**src/hw/rtl/emmrp_pkg.sv**
```systemverilog
// shared types, constants and functions of the meter response parser
`timescale 1ns / 1ps

package emmrp_pkg;

  localparam int MIN_FRAME_LEN = 23;
  localparam int CAP_FIRST     = 3;
  localparam int CAP_DEPTH     = 18;
  localparam int CAP_IDX_W     = $clog2(CAP_DEPTH);
  localparam int COUNT_W       = 6;
  localparam int COUNT_MAX     = (1 << COUNT_W) - 1;
  localparam int CFG_IDX_W     = 2;
  localparam int CFG_DATA_W    = 16;
  localparam int QUEUE_DEPTH   = 2;
  localparam int QUEUE_PTR_W   = $clog2(QUEUE_DEPTH);

  localparam logic [15:0] CRC_INIT = 16'hFFFF;
  localparam logic [15:0] CRC_POLY = 16'hA001;

  localparam logic [CFG_DATA_W-1:0] VOLTAGE_DB_RST = 16'd10;
  localparam logic [CFG_DATA_W-1:0] CURRENT_DB_RST = 16'd5;
  localparam logic [CFG_DATA_W-1:0] POWER_DB_RST   = 16'd2;

  typedef enum logic [CFG_IDX_W-1:0] {
    CFG_VOLTAGE_DB = 2'd0,
    CFG_CURRENT_DB = 2'd1,
    CFG_POWER_DB   = 2'd2
  } cfg_reg_e;

  // one classified frame, handed from the front to the back
  typedef struct packed {
    logic        good;
    logic [15:0] voltage;
    logic [31:0] current;
    logic [31:0] power;
    logic [31:0] energy;
    logic [15:0] frequency;
    logic [15:0] pf;
  } frame_t;

  typedef struct packed {
    logic [CFG_DATA_W-1:0] voltage;
    logic [CFG_DATA_W-1:0] current;
    logic [CFG_DATA_W-1:0] power;
  } deadband_t;

  // one byte through the reflected crc-16, bit by bit
  function automatic logic [15:0] crc_feed(input logic [15:0] crc, input logic [7:0] b);
    logic [15:0] c;
    c = crc ^ {8'h00, b};
    for (int k = 0; k < 8; k++) begin
      c = c[0] ? ((c >> 1) ^ CRC_POLY) : (c >> 1);
    end
    return c;
  endfunction

  // absolute change compared against a deadband
  function automatic logic moved(input logic [31:0] a, input logic [31:0] b,
                                 input logic [CFG_DATA_W-1:0] band);
    logic [31:0] d;
    d = (a >= b) ? (a - b) : (b - a);
    return d >= {16'h0000, band};
  endfunction

endpackage

```
**src/hw/rtl/emmrp_in_if.sv**
```systemverilog
// byte channel into the parser
`timescale 1ns / 1ps

interface emmrp_in_if;
  logic       valid;
  logic       ready;
  logic [7:0] rx_byte;
  logic       frame_end;

  modport source (output valid, output rx_byte, output frame_end, input ready);
  modport sink   (input valid, input rx_byte, input frame_end, output ready);
endinterface

```
**src/hw/rtl/emmrp_out_if.sv**
```systemverilog
// result channel out of the parser
`timescale 1ns / 1ps

interface emmrp_out_if;
  logic        valid;
  logic        ready;
  logic        frame_good;
  logic [15:0] voltage_raw;
  logic [31:0] current_raw;
  logic [31:0] power_raw;
  logic [31:0] energy_raw;
  logic [15:0] frequency_raw;
  logic [15:0] pf_raw;
  logic        voltage_moved;
  logic        current_moved;
  logic        power_moved;

  modport source (output valid, output frame_good, output voltage_raw, output current_raw,
                  output power_raw, output energy_raw, output frequency_raw, output pf_raw,
                  output voltage_moved, output current_moved, output power_moved,
                  input ready);
  modport sink   (input valid, input frame_good, input voltage_raw, input current_raw,
                  input power_raw, input energy_raw, input frequency_raw, input pf_raw,
                  input voltage_moved, input current_moved, input power_moved,
                  output ready);
endinterface

```
**src/hw/rtl/energy_meter_modbus_response_parser_core.sv**
```systemverilog
// top level of the energy meter modbus response parser
// usage:
//   byte_in_i carries one frame byte per item, frame_end marks the last byte
//   of a frame. a crc-16 (modbus flavour) runs over all but the last two
//   bytes, which hold the received crc low byte first. measured values sit
//   at fixed offsets (bytes 3 to 20) and are captured as the bytes pass.
//   res_out_o gives exactly one item per frame, at the byte marked
//   frame_end: frame_good plus, on a good frame, the raw fields and the
//   deadband flags for voltage, current and power. bytes without frame_end
//   give no item. a good frame updates the stored last values.
//   throughput: one byte per cycle while the queue is not full; the byte-wide
//   crc step in the front end sets the cycle. the result of a frame_end byte
//   goes from the front end into the two-entry frame queue, then the result register.
//   a stalled receiver holds the result register; the queue keeps up to two
//   more finished frames, after which ready drops and intake stops.
//   reset clears the crc, byte count, queue and last values and loads the
//   deadbands with 10, 5 and 2; capture bytes need no clearing because a
//   good frame always rewrites them first.
//   deadband registers are written through cfg_we_i / cfg_idx_i / cfg_data_i;
//   the user must write them while the block is idle; the block does not enforce it
`timescale 1ns / 1ps

module energy_meter_modbus_response_parser_core
  import emmrp_pkg::*;
(
  input  logic                  clk_i,
  input  logic                  rst_ni,
  input  logic                  cfg_we_i,
  input  logic [CFG_IDX_W-1:0]  cfg_idx_i,
  input  logic [CFG_DATA_W-1:0] cfg_data_i,
  emmrp_in_if.sink              byte_in_i,
  emmrp_out_if.source           res_out_o
);

  deadband_t band_q;
  logic      q_full, q_valid, push, pop;
  frame_t    frame_in, frame_head;

  // deadband registers; indexes beyond the list are ignored
  always_ff @(posedge clk_i or negedge rst_ni) begin
    if (!rst_ni) begin
      band_q.voltage <= VOLTAGE_DB_RST;
      band_q.current <= CURRENT_DB_RST;
      band_q.power   <= POWER_DB_RST;
    end else if (cfg_we_i) begin
      case (cfg_idx_i)
        CFG_VOLTAGE_DB: band_q.voltage <= cfg_data_i;
        CFG_CURRENT_DB: band_q.current <= cfg_data_i;
        CFG_POWER_DB:   band_q.power   <= cfg_data_i;
        default:        band_q         <= band_q;
      endcase
    end
  end

  // front end classifies each frame as its last byte arrives
  emmrp_front u_front (
    .clk_i     (clk_i),
    .rst_ni    (rst_ni),
    .byte_in_i (byte_in_i),
    .q_full_i  (q_full),
    .push_o    (push),
    .frame_o   (frame_in)
  );

  // short queue lets the front keep taking bytes while the back is stalled
  emmrp_queue u_queue (
    .clk_i   (clk_i),
    .rst_ni  (rst_ni),
    .push_i  (push),
    .frame_i (frame_in),
    .pop_i   (pop),
    .full_o  (q_full),
    .valid_o (q_valid),
    .frame_o (frame_head)
  );

  // back end applies deadbands in frame order and owns the last values
  emmrp_back u_back (
    .clk_i     (clk_i),
    .rst_ni    (rst_ni),
    .band_i    (band_q),
    .q_valid_i (q_valid),
    .frame_i   (frame_head),
    .pop_o     (pop),
    .res_out_o (res_out_o)
  );

endmodule

```
**src/hw/rtl/emmrp_front.sv**
```systemverilog
// front end: byte intake, running crc, field capture and frame check
`timescale 1ns / 1ps

module emmrp_front
  import emmrp_pkg::*;
(
  input  logic       clk_i,
  input  logic       rst_ni,
  emmrp_in_if.sink   byte_in_i,
  input  logic       q_full_i,
  output logic       push_o,
  output frame_t     frame_o
);

  logic [15:0]          crc_q, crc_d;
  logic [COUNT_W-1:0]   byte_count_q, byte_count_d;
  logic [7:0]           tail_q [2];
  logic [7:0]           cap_q [CAP_DEPTH];
  logic                 accept;
  logic [15:0]          crc_fed;
  logic [COUNT_W-1:0]   count_inc;
  logic                 good;
  logic                 cap_hit;
  logic [CAP_IDX_W-1:0] cap_idx;

  assign byte_in_i.ready = ~q_full_i;
  assign accept          = byte_in_i.valid & ~q_full_i;

  // the two newest bytes wait in the tail until the next byte proves they are not the crc
  assign crc_fed   = (byte_count_q >= COUNT_W'(2)) ? crc_feed(crc_q, tail_q[0]) : crc_q;
  assign count_inc = (byte_count_q < COUNT_W'(COUNT_MAX)) ? byte_count_q + COUNT_W'(1)
                                                          : byte_count_q;
  assign good = (count_inc >= COUNT_W'(MIN_FRAME_LEN)) &&
                ({byte_in_i.rx_byte, tail_q[1]} == crc_fed);

  assign cap_hit = (byte_count_q >= COUNT_W'(CAP_FIRST)) &&
                   (byte_count_q < COUNT_W'(CAP_FIRST + CAP_DEPTH));
  assign cap_idx = CAP_IDX_W'(byte_count_q - COUNT_W'(CAP_FIRST));

  always_comb begin
    if (byte_in_i.frame_end) begin
      crc_d        = CRC_INIT;
      byte_count_d = '0;
    end else begin
      crc_d        = crc_fed;
      byte_count_d = count_inc;
    end
  end

  always_ff @(posedge clk_i or negedge rst_ni) begin
    if (!rst_ni) begin
      crc_q        <= CRC_INIT;
      byte_count_q <= '0;
      tail_q[0]    <= '0;
      tail_q[1]    <= '0;
    end else if (accept) begin
      crc_q        <= crc_d;
      byte_count_q <= byte_count_d;
      if (byte_in_i.frame_end) begin
        tail_q[0] <= '0;
        tail_q[1] <= '0;
      end else begin
        tail_q[0] <= tail_q[1];
        tail_q[1] <= byte_in_i.rx_byte;
      end
    end
  end

  always_ff @(posedge clk_i) begin
    if (accept && cap_hit) begin
      cap_q[cap_idx] <= byte_in_i.rx_byte;
    end
  end

  // 32-bit fields arrive low word first, each word big-endian
  always_comb begin
    frame_o = '0;
    if (good) begin
      frame_o.good      = 1'b1;
      frame_o.voltage   = {cap_q[0], cap_q[1]};
      frame_o.current   = {cap_q[4], cap_q[5], cap_q[2], cap_q[3]};
      frame_o.power     = {cap_q[8], cap_q[9], cap_q[6], cap_q[7]};
      frame_o.energy    = {cap_q[12], cap_q[13], cap_q[10], cap_q[11]};
      frame_o.frequency = {cap_q[14], cap_q[15]};
      frame_o.pf        = {cap_q[16], cap_q[17]};
    end
  end

  assign push_o = accept & byte_in_i.frame_end;

endmodule

```
**src/hw/rtl/emmrp_queue.sv**
```systemverilog
// short frame queue between front and back
`timescale 1ns / 1ps

module emmrp_queue
  import emmrp_pkg::*;
(
  input  logic   clk_i,
  input  logic   rst_ni,
  input  logic   push_i,
  input  frame_t frame_i,
  input  logic   pop_i,
  output logic   full_o,
  output logic   valid_o,
  output frame_t frame_o
);

  frame_t                 mem_q [QUEUE_DEPTH];
  logic [QUEUE_PTR_W-1:0] wr_ptr_q, rd_ptr_q;
  logic [QUEUE_PTR_W:0]   count_q;
  logic                   do_push, do_pop;

  assign full_o  = (count_q == (QUEUE_PTR_W + 1)'(QUEUE_DEPTH));
  assign valid_o = (count_q != '0);
  assign frame_o = mem_q[rd_ptr_q];
  assign do_push = push_i & ~full_o;
  assign do_pop  = pop_i & valid_o;

  always_ff @(posedge clk_i or negedge rst_ni) begin
    if (!rst_ni) begin
      wr_ptr_q <= '0;
      rd_ptr_q <= '0;
      count_q  <= '0;
    end else begin
      if (do_push) wr_ptr_q <= wr_ptr_q + QUEUE_PTR_W'(1);
      if (do_pop)  rd_ptr_q <= rd_ptr_q + QUEUE_PTR_W'(1);
      case ({do_push, do_pop})
        2'b10:   count_q <= count_q + (QUEUE_PTR_W + 1)'(1);
        2'b01:   count_q <= count_q - (QUEUE_PTR_W + 1)'(1);
        default: count_q <= count_q;
      endcase
    end
  end

  always_ff @(posedge clk_i) begin
    if (do_push) begin
      mem_q[wr_ptr_q] <= frame_i;
    end
  end

endmodule

```
**src/hw/rtl/emmrp_back.sv**
```systemverilog
// back end: deadband compare, last-value update and result register
`timescale 1ns / 1ps

module emmrp_back
  import emmrp_pkg::*;
(
  input  logic       clk_i,
  input  logic       rst_ni,
  input  deadband_t  band_i,
  input  logic       q_valid_i,
  input  frame_t     frame_i,
  output logic       pop_o,
  emmrp_out_if.source res_out_o
);

  logic        out_valid_q;
  frame_t      res_q;
  logic        v_moved_q, c_moved_q, p_moved_q;
  logic [15:0] last_voltage_q;
  logic [31:0] last_current_q, last_power_q;
  logic        v_moved, c_moved, p_moved;

  assign pop_o = q_valid_i & (~out_valid_q | res_out_o.ready);

  assign v_moved = frame_i.good &
                   moved({16'h0000, frame_i.voltage}, {16'h0000, last_voltage_q}, band_i.voltage);
  assign c_moved = frame_i.good & moved(frame_i.current, last_current_q, band_i.current);
  assign p_moved = frame_i.good & moved(frame_i.power, last_power_q, band_i.power);

  always_ff @(posedge clk_i or negedge rst_ni) begin
    if (!rst_ni) begin
      out_valid_q    <= 1'b0;
      last_voltage_q <= '0;
      last_current_q <= '0;
      last_power_q   <= '0;
    end else begin
      if (pop_o) begin
        out_valid_q <= 1'b1;
      end else if (res_out_o.ready) begin
        out_valid_q <= 1'b0;
      end
      if (pop_o && frame_i.good) begin
        last_voltage_q <= frame_i.voltage;
        last_current_q <= frame_i.current;
        last_power_q   <= frame_i.power;
      end
    end
  end

  always_ff @(posedge clk_i) begin
    if (pop_o) begin
      res_q     <= frame_i;
      v_moved_q <= v_moved;
      c_moved_q <= c_moved;
      p_moved_q <= p_moved;
    end
  end

  assign res_out_o.valid         = out_valid_q;
  assign res_out_o.frame_good    = res_q.good;
  assign res_out_o.voltage_raw   = res_q.voltage;
  assign res_out_o.current_raw   = res_q.current;
  assign res_out_o.power_raw     = res_q.power;
  assign res_out_o.energy_raw    = res_q.energy;
  assign res_out_o.frequency_raw = res_q.frequency;
  assign res_out_o.pf_raw        = res_q.pf;
  assign res_out_o.voltage_moved = v_moved_q;
  assign res_out_o.current_moved = c_moved_q;
  assign res_out_o.power_moved   = p_moved_q;

endmodule
```
**src/flat_wrapper.sv**
```systemverilog
// flat-port wrapper written by rule: the top's interface ports become plain ports
module energy_meter_modbus_response_parser_core_flat import emmrp_pkg::*;
  (clk_i, rst_ni, cfg_we_i, cfg_idx_i, cfg_data_i, byte_in_i_valid, byte_in_i_rx_byte, byte_in_i_frame_end, byte_in_i_ready, res_out_o_valid, res_out_o_frame_good, res_out_o_voltage_raw, res_out_o_current_raw, res_out_o_power_raw, res_out_o_energy_raw, res_out_o_frequency_raw, res_out_o_pf_raw, res_out_o_voltage_moved, res_out_o_current_moved, res_out_o_power_moved, res_out_o_ready);
  emmrp_in_if byte_in_i_i ();
  emmrp_out_if res_out_o_i ();
  input  logic clk_i;
  input  logic rst_ni;
  input  logic cfg_we_i;
  input  logic [CFG_IDX_W-1:0] cfg_idx_i;
  input  logic [CFG_DATA_W-1:0] cfg_data_i;
  input wire logic [$bits(byte_in_i_i.valid)-1:0] byte_in_i_valid;
  input wire logic [$bits(byte_in_i_i.rx_byte)-1:0] byte_in_i_rx_byte;
  input wire logic [$bits(byte_in_i_i.frame_end)-1:0] byte_in_i_frame_end;
  output wire logic [$bits(byte_in_i_i.ready)-1:0] byte_in_i_ready;
  output wire logic [$bits(res_out_o_i.valid)-1:0] res_out_o_valid;
  output wire logic [$bits(res_out_o_i.frame_good)-1:0] res_out_o_frame_good;
  output wire logic [$bits(res_out_o_i.voltage_raw)-1:0] res_out_o_voltage_raw;
  output wire logic [$bits(res_out_o_i.current_raw)-1:0] res_out_o_current_raw;
  output wire logic [$bits(res_out_o_i.power_raw)-1:0] res_out_o_power_raw;
  output wire logic [$bits(res_out_o_i.energy_raw)-1:0] res_out_o_energy_raw;
  output wire logic [$bits(res_out_o_i.frequency_raw)-1:0] res_out_o_frequency_raw;
  output wire logic [$bits(res_out_o_i.pf_raw)-1:0] res_out_o_pf_raw;
  output wire logic [$bits(res_out_o_i.voltage_moved)-1:0] res_out_o_voltage_moved;
  output wire logic [$bits(res_out_o_i.current_moved)-1:0] res_out_o_current_moved;
  output wire logic [$bits(res_out_o_i.power_moved)-1:0] res_out_o_power_moved;
  input wire logic [$bits(res_out_o_i.ready)-1:0] res_out_o_ready;
  assign byte_in_i_i.valid = byte_in_i_valid;
  assign byte_in_i_i.rx_byte = byte_in_i_rx_byte;
  assign byte_in_i_i.frame_end = byte_in_i_frame_end;
  assign byte_in_i_ready = byte_in_i_i.ready;
  assign res_out_o_valid = res_out_o_i.valid;
  assign res_out_o_frame_good = res_out_o_i.frame_good;
  assign res_out_o_voltage_raw = res_out_o_i.voltage_raw;
  assign res_out_o_current_raw = res_out_o_i.current_raw;
  assign res_out_o_power_raw = res_out_o_i.power_raw;
  assign res_out_o_energy_raw = res_out_o_i.energy_raw;
  assign res_out_o_frequency_raw = res_out_o_i.frequency_raw;
  assign res_out_o_pf_raw = res_out_o_i.pf_raw;
  assign res_out_o_voltage_moved = res_out_o_i.voltage_moved;
  assign res_out_o_current_moved = res_out_o_i.current_moved;
  assign res_out_o_power_moved = res_out_o_i.power_moved;
  assign res_out_o_i.ready = res_out_o_ready;
  energy_meter_modbus_response_parser_core u_core (.clk_i(clk_i), .rst_ni(rst_ni), .cfg_we_i(cfg_we_i), .cfg_idx_i(cfg_idx_i), .cfg_data_i(cfg_data_i), .byte_in_i(byte_in_i_i), .res_out_o(res_out_o_i));
endmodule
```
**config.mk**
```make
export PLATFORM = sky130hd
export DESIGN_NAME = energy_meter_modbus_response_parser_core_flat
export DESIGN_NICKNAME = d
export VERILOG_FILES = /design/src/hw/rtl/emmrp_pkg.sv /design/src/hw/rtl/emmrp_in_if.sv /design/src/hw/rtl/emmrp_out_if.sv /design/src/hw/rtl/energy_meter_modbus_response_parser_core.sv /design/src/hw/rtl/emmrp_front.sv /design/src/hw/rtl/emmrp_queue.sv /design/src/hw/rtl/emmrp_back.sv /design/src/flat_wrapper.sv
export SDC_FILE = /design/constraint.sdc
export NUM_CORES = 1
export LEC_CHECK = 0
export BUFFER_PORTS_ARGS = -buffer_cell sky130_fd_sc_hd__buf_2
export CAP_MARGIN = 30
export CORE_MARGIN = 3
export CORE_UTILIZATION = 45
export CTS_CLUSTER_DIAMETER = 80
export CTS_CLUSTER_SIZE = 14
export DETAILED_ROUTE_END_ITERATION = 10
export PLACE_DENSITY = 0.74
export SLEW_MARGIN = 20
export SYNTH_ARGS = -nofsm -noshare
export SYNTH_HDL_FRONTEND = slang
export SYNTH_SLANG_ARGS = --single-unit
export TNS_END_PERCENT = 50
```
**constraint.sdc**
```tcl
create_clock -name clk_i -period 9.8 [get_ports clk_i]
set_clock_uncertainty 0.2 [all_clocks]
set_input_delay 0.49 -clock clk_i [delete_from_list [all_inputs] [get_ports clk_i]]
set_output_delay 0.49 -clock clk_i [all_outputs]
set_load 0.005 [all_outputs]
```
==> metrics.txt <==
Reg-to-Reg Start u_core.u_queue.rd_ptr_q$_DFFE_PN0P_; Setup crit end u_core.u_back.res_out_o.current_moved$_DFFE_PP_; die span in y 294 um; Residual DRC 0; worst hold start cfg_data_i[0]; Starting Density a little under half; Detailed Route Iter0 Violations ~2,200; placed cell areas 0.0393 sq mm; CP top delay family compound AO/OA/AOI/OAI gates; crit path capture type flop; worst-case clock buffer depth 3; first-pass detailed-route iteration total 7; crit-path cells buf_4 -> mux2i_1 -> inv_1 -> ha_1 -> nand4_1 -> nor4_1 -> a32oi_1 -> a311oi_1 -> or2_2 -> and3_1 -> a31oi_1 -> a221o_1 -> a221oi_1 -> xnor2_1 -> ha_1 -> o21ai_0 -> a211oi_1 -> o41ai_1 -> a21oi_1 -> a2111o_1 -> a221oi_1 -> o2111ai_1 -> nor4_1 -> a41oi_1; CP arrival 7.76 ns; CP Max Fanout 30; DR vias/cell approximately 5.6; Final Hold Fails 0; Final Max Slew Viols 0; Critical path origin u_core.u_queue.rd_ptr_q$_DFFE_PN0P_; maxcap violations 0; reg2reg path depth 24; ranking of synthesized cells by area edfxtp_1 (47%), dfrtp_1 (10%), ha_1 (7.1%); die area approximately 0.086 sq mm; Clock power frac 17.0%; sequential fraction of the synthesis area 58.3%; Post-Syn Nets ~3,400; Worst Hold Class in2reg; P_int a little under 9 mW; final instance area between 0.04 and 0.05 sq mm; footprint of the multi-input gates ~0.014 sq mm; status completed; Inst Count DP roughly 4,300; Worst R2R Setup Slack about 2.2 ns; Synth Area per Inst 12.0 sq um; Bufs and invs on worst path 2; Worst Path Required 9.95 ns; Crit Path Class reg2reg; Reg power frac between 30% and 40%; post-synth top area share 46.8%; crit path launch type flop; Synth Register Bits 753; Slew headroom 33.7%; synthesized instance count roughly 3,100; fin crit period ~7.6 ns; total congestion overflow 0; total number of vias approximately 25,000; drt total wl ~95,000 um; Num Clock Sinks approximately 750; clock slew at reported path FFs 0.07 ns; clk_lat worst skew 0.63 ns; Max Clock Freq between 100 and 150 MHz; fin cells 4,398; final hold slack roughly 0.056 ns; ANT nets after route 0; Worst-Margin Slew 0.994 ns; Fin Setup TNS 0 ns; Post-synth EDFFs 582; fin crit share between 70% and 80%; Ys Warns 0; worst flop-to-flop path endpoint u_core.u_back.res_out_o.current_moved$_DFFE_PP_; routability cong. between 0.9 and 1; vias in the first global route approximately 24,000; LEAKAGE between 15 and 20 nW; CTS Buf Count 67; Die Span X 294 um; RSZ-0062 raised after global routing no; gr usage total a little over a fifth; layout net count roughly 3,500; share of cells above drive strength 1 a little over an eighth; CTS root buffer clkbuf_16; Core Area between 0.08 and 0.09 sq mm; P&R area growth vs syn 11.5%; Synth Flop Type edfxtp_1; CTS HTree Levels 3; WP depth 24; FILL cells 7,032; first-pass GRT wire length ~140,000 um; port bufs ~180; largest net degree at the start of global routing 151; Crit path largest cell delay ~0.8 ns; initial antenna violation count 3; post_cts resized 0; WL/cell roughly 22 um; TritonCTS clock tree yes; Netlist Area Pre-Place about 0.037 sq mm; Post-synth ARST share a little under a quarter; switching portion of total power between 40 and 50%; leading area contributor after synthesis edfxtp_1; pwr/cell area roughly 360 mW/mm^2; slowest CP cell dfrtp_4; Distinct cells, synth 74; Comb power frac roughly 52%; storage element area about 0.022 sq mm; Setup Viol. Count Final 0; Peak supply drop between 0.15 and 0.2 mV; IO Pins around 180; DP Wirelength between 60,000 and 70,000 um; Net Sw Power 6.44 mW; Std-Cell Rows about 110
==> per-stage QoR <==
stage               utilization [%]  setup WS, ns  total power [mW]
global placement               47.8          2.53              12.4
finish                         50.7          2.19              15.1
detailed placement             47.9          2.32              12.5
global route                   50.7          1.80              16.2
floorplan                         -         0.163              10.4
CTS                            50.6          2.31              15.1
==> final cells by class <==
class	instances	share of cell area, %
Clock buffer	108	4.42
Timing Repair Buffer	232	3.32
Inverter	250	2.25
Tap cell	1070	3.22
Clock inverter	15	0.670
Antenna cell	2	0.0120
Multi-Input combinational cell	1968	33.8
Sequential cell	753	52.3
==> metal layers <==
layer,global-route usage [%],routed length (um),up-vias
li1,-,-,11600
met1,30.3,42600,12100
met2,34.5,44500,769
met3,3.15,5490,127
met4,5.23,1990,0
met5,0,0,-
==> power groups by stage <==
stage          Sequential, mW  Clock [mW]  Combinational [mW]
5_1_grt                  4.74        2.75                8.68
6_report                 4.68        2.57                7.86
3_3_place_gp             4.73           0                7.70
3_5_place_dp             4.74           0                7.73
2_1_floorplan            4.69           0                5.67
4_1_cts                  4.68        2.63                7.78
==> registers in the layout (all words and copies together) (netlist names), 2 cells and up <==
signal and cells:
u_core.u_front.crc_q 16, u_core.u_back.res_out_o.pf_raw 16, u_core.band_q 48, u_core.u_front.cap_q 144, u_core.u_back.res_out_o.energy_raw 32, u_core.u_queue.count_q 2
u_core.u_back.last_power_q 32, u_core.u_back.last_voltage_q 16, u_core.u_front.byte_count_q 6, u_core.u_back.res_out_o.frequency_raw 16, u_core.u_back.res_out_o.power_raw 32, u_core.u_queue.mem_q 290
u_core.u_back.res_out_o.voltage_raw 16, u_core.u_back.last_current_q 32, u_core.u_back.res_out_o.current_raw 32, u_core.u_front.tail_q 16
==> Yosys cell counts, types with 69 or more instances <==
master,count
nor2_1,204
clkbuf_1,104
a21o_1,88
ha_1,212
dfrtp_1,150
nand2_1,163
edfxtp_1,582
xnor2_1,69
a21oi_1,273
o21ai_0,110
inv_1,250
and2_1,155
mux2i_1,103
mux2_2,104
==> logic make-up (layout without fill, tap and decap cells) <==
family	count (synthesis)	after routing	share of synthesized area, %
AO/OA/AOI/OAI	716	716	12.2
XOR/XNOR	101	101	2.37
adder cells (fa/ha/maj)	218	218	7.42
buffers and inverters	398	605	4.13
flip-flops	753	753	58.3
multiplexers	207	207	5.90
other	0	2	0
AND/OR/NAND/NOR	726	726	9.65
==> cells in the final DEF (no fill, tap or decap), types with 19 or more instances in the layout <==
master / count
nor2_1: 202
nand3b_1: 21
a21oi_1: 272
edfxtp_1: 582
mux2_2: 104
xor2_1: 32
inv_1: 250
a31oi_1: 25
o21ai_0: 110
mux2i_1: 103
nand2_1: 163
clkbuf_16: 67
buf_4: 30
xnor2_1: 69
o21bai_1: 19
a211oi_1: 22
a21o_1: 88
nor3_1: 33
buf_2: 180
dfstp_2: 21
dfrtp_1: 149
clkbuf_1: 41
nand3_1: 40
nand4_1: 28
o21a_1: 19
ha_1: 212
and2_1: 154
==> what timing repair did <==
item                                    in CTS  in global routing
hold buffers                                16                  0
endpoints found under the hold margin       57                  0
endpoints found under the setup margin       0                  0
setup buffers                                0                  0
==> how the worst min path moves through the flow <==
| stage | to | slack, ns | cells past startpoint |
|---|---|---|---|
| after global routing | u_core.band_q[16]$_DFFE_PN1P_ | 0.02 | 2 |
| after global placement | u_core.u_back.last_power_q[29]$_DFFE_PN0P_ | 0.25 | 1 |
| after CTS | u_core.band_q[16]$_DFFE_PN1P_ | 0.009 | 2 |
| after detailed placement | u_core.u_back.last_power_q[29]$_DFFE_PN0P_ | 0.25 | 1 |
| after floorplan | u_core.band_q[0]$_DFFE_PN0P_ | -0.006 | 0 |
| final | u_core.band_q[16]$_DFFE_PN1P_ | 0.06 | 2 |
Power figures use the tool's default switching activity.
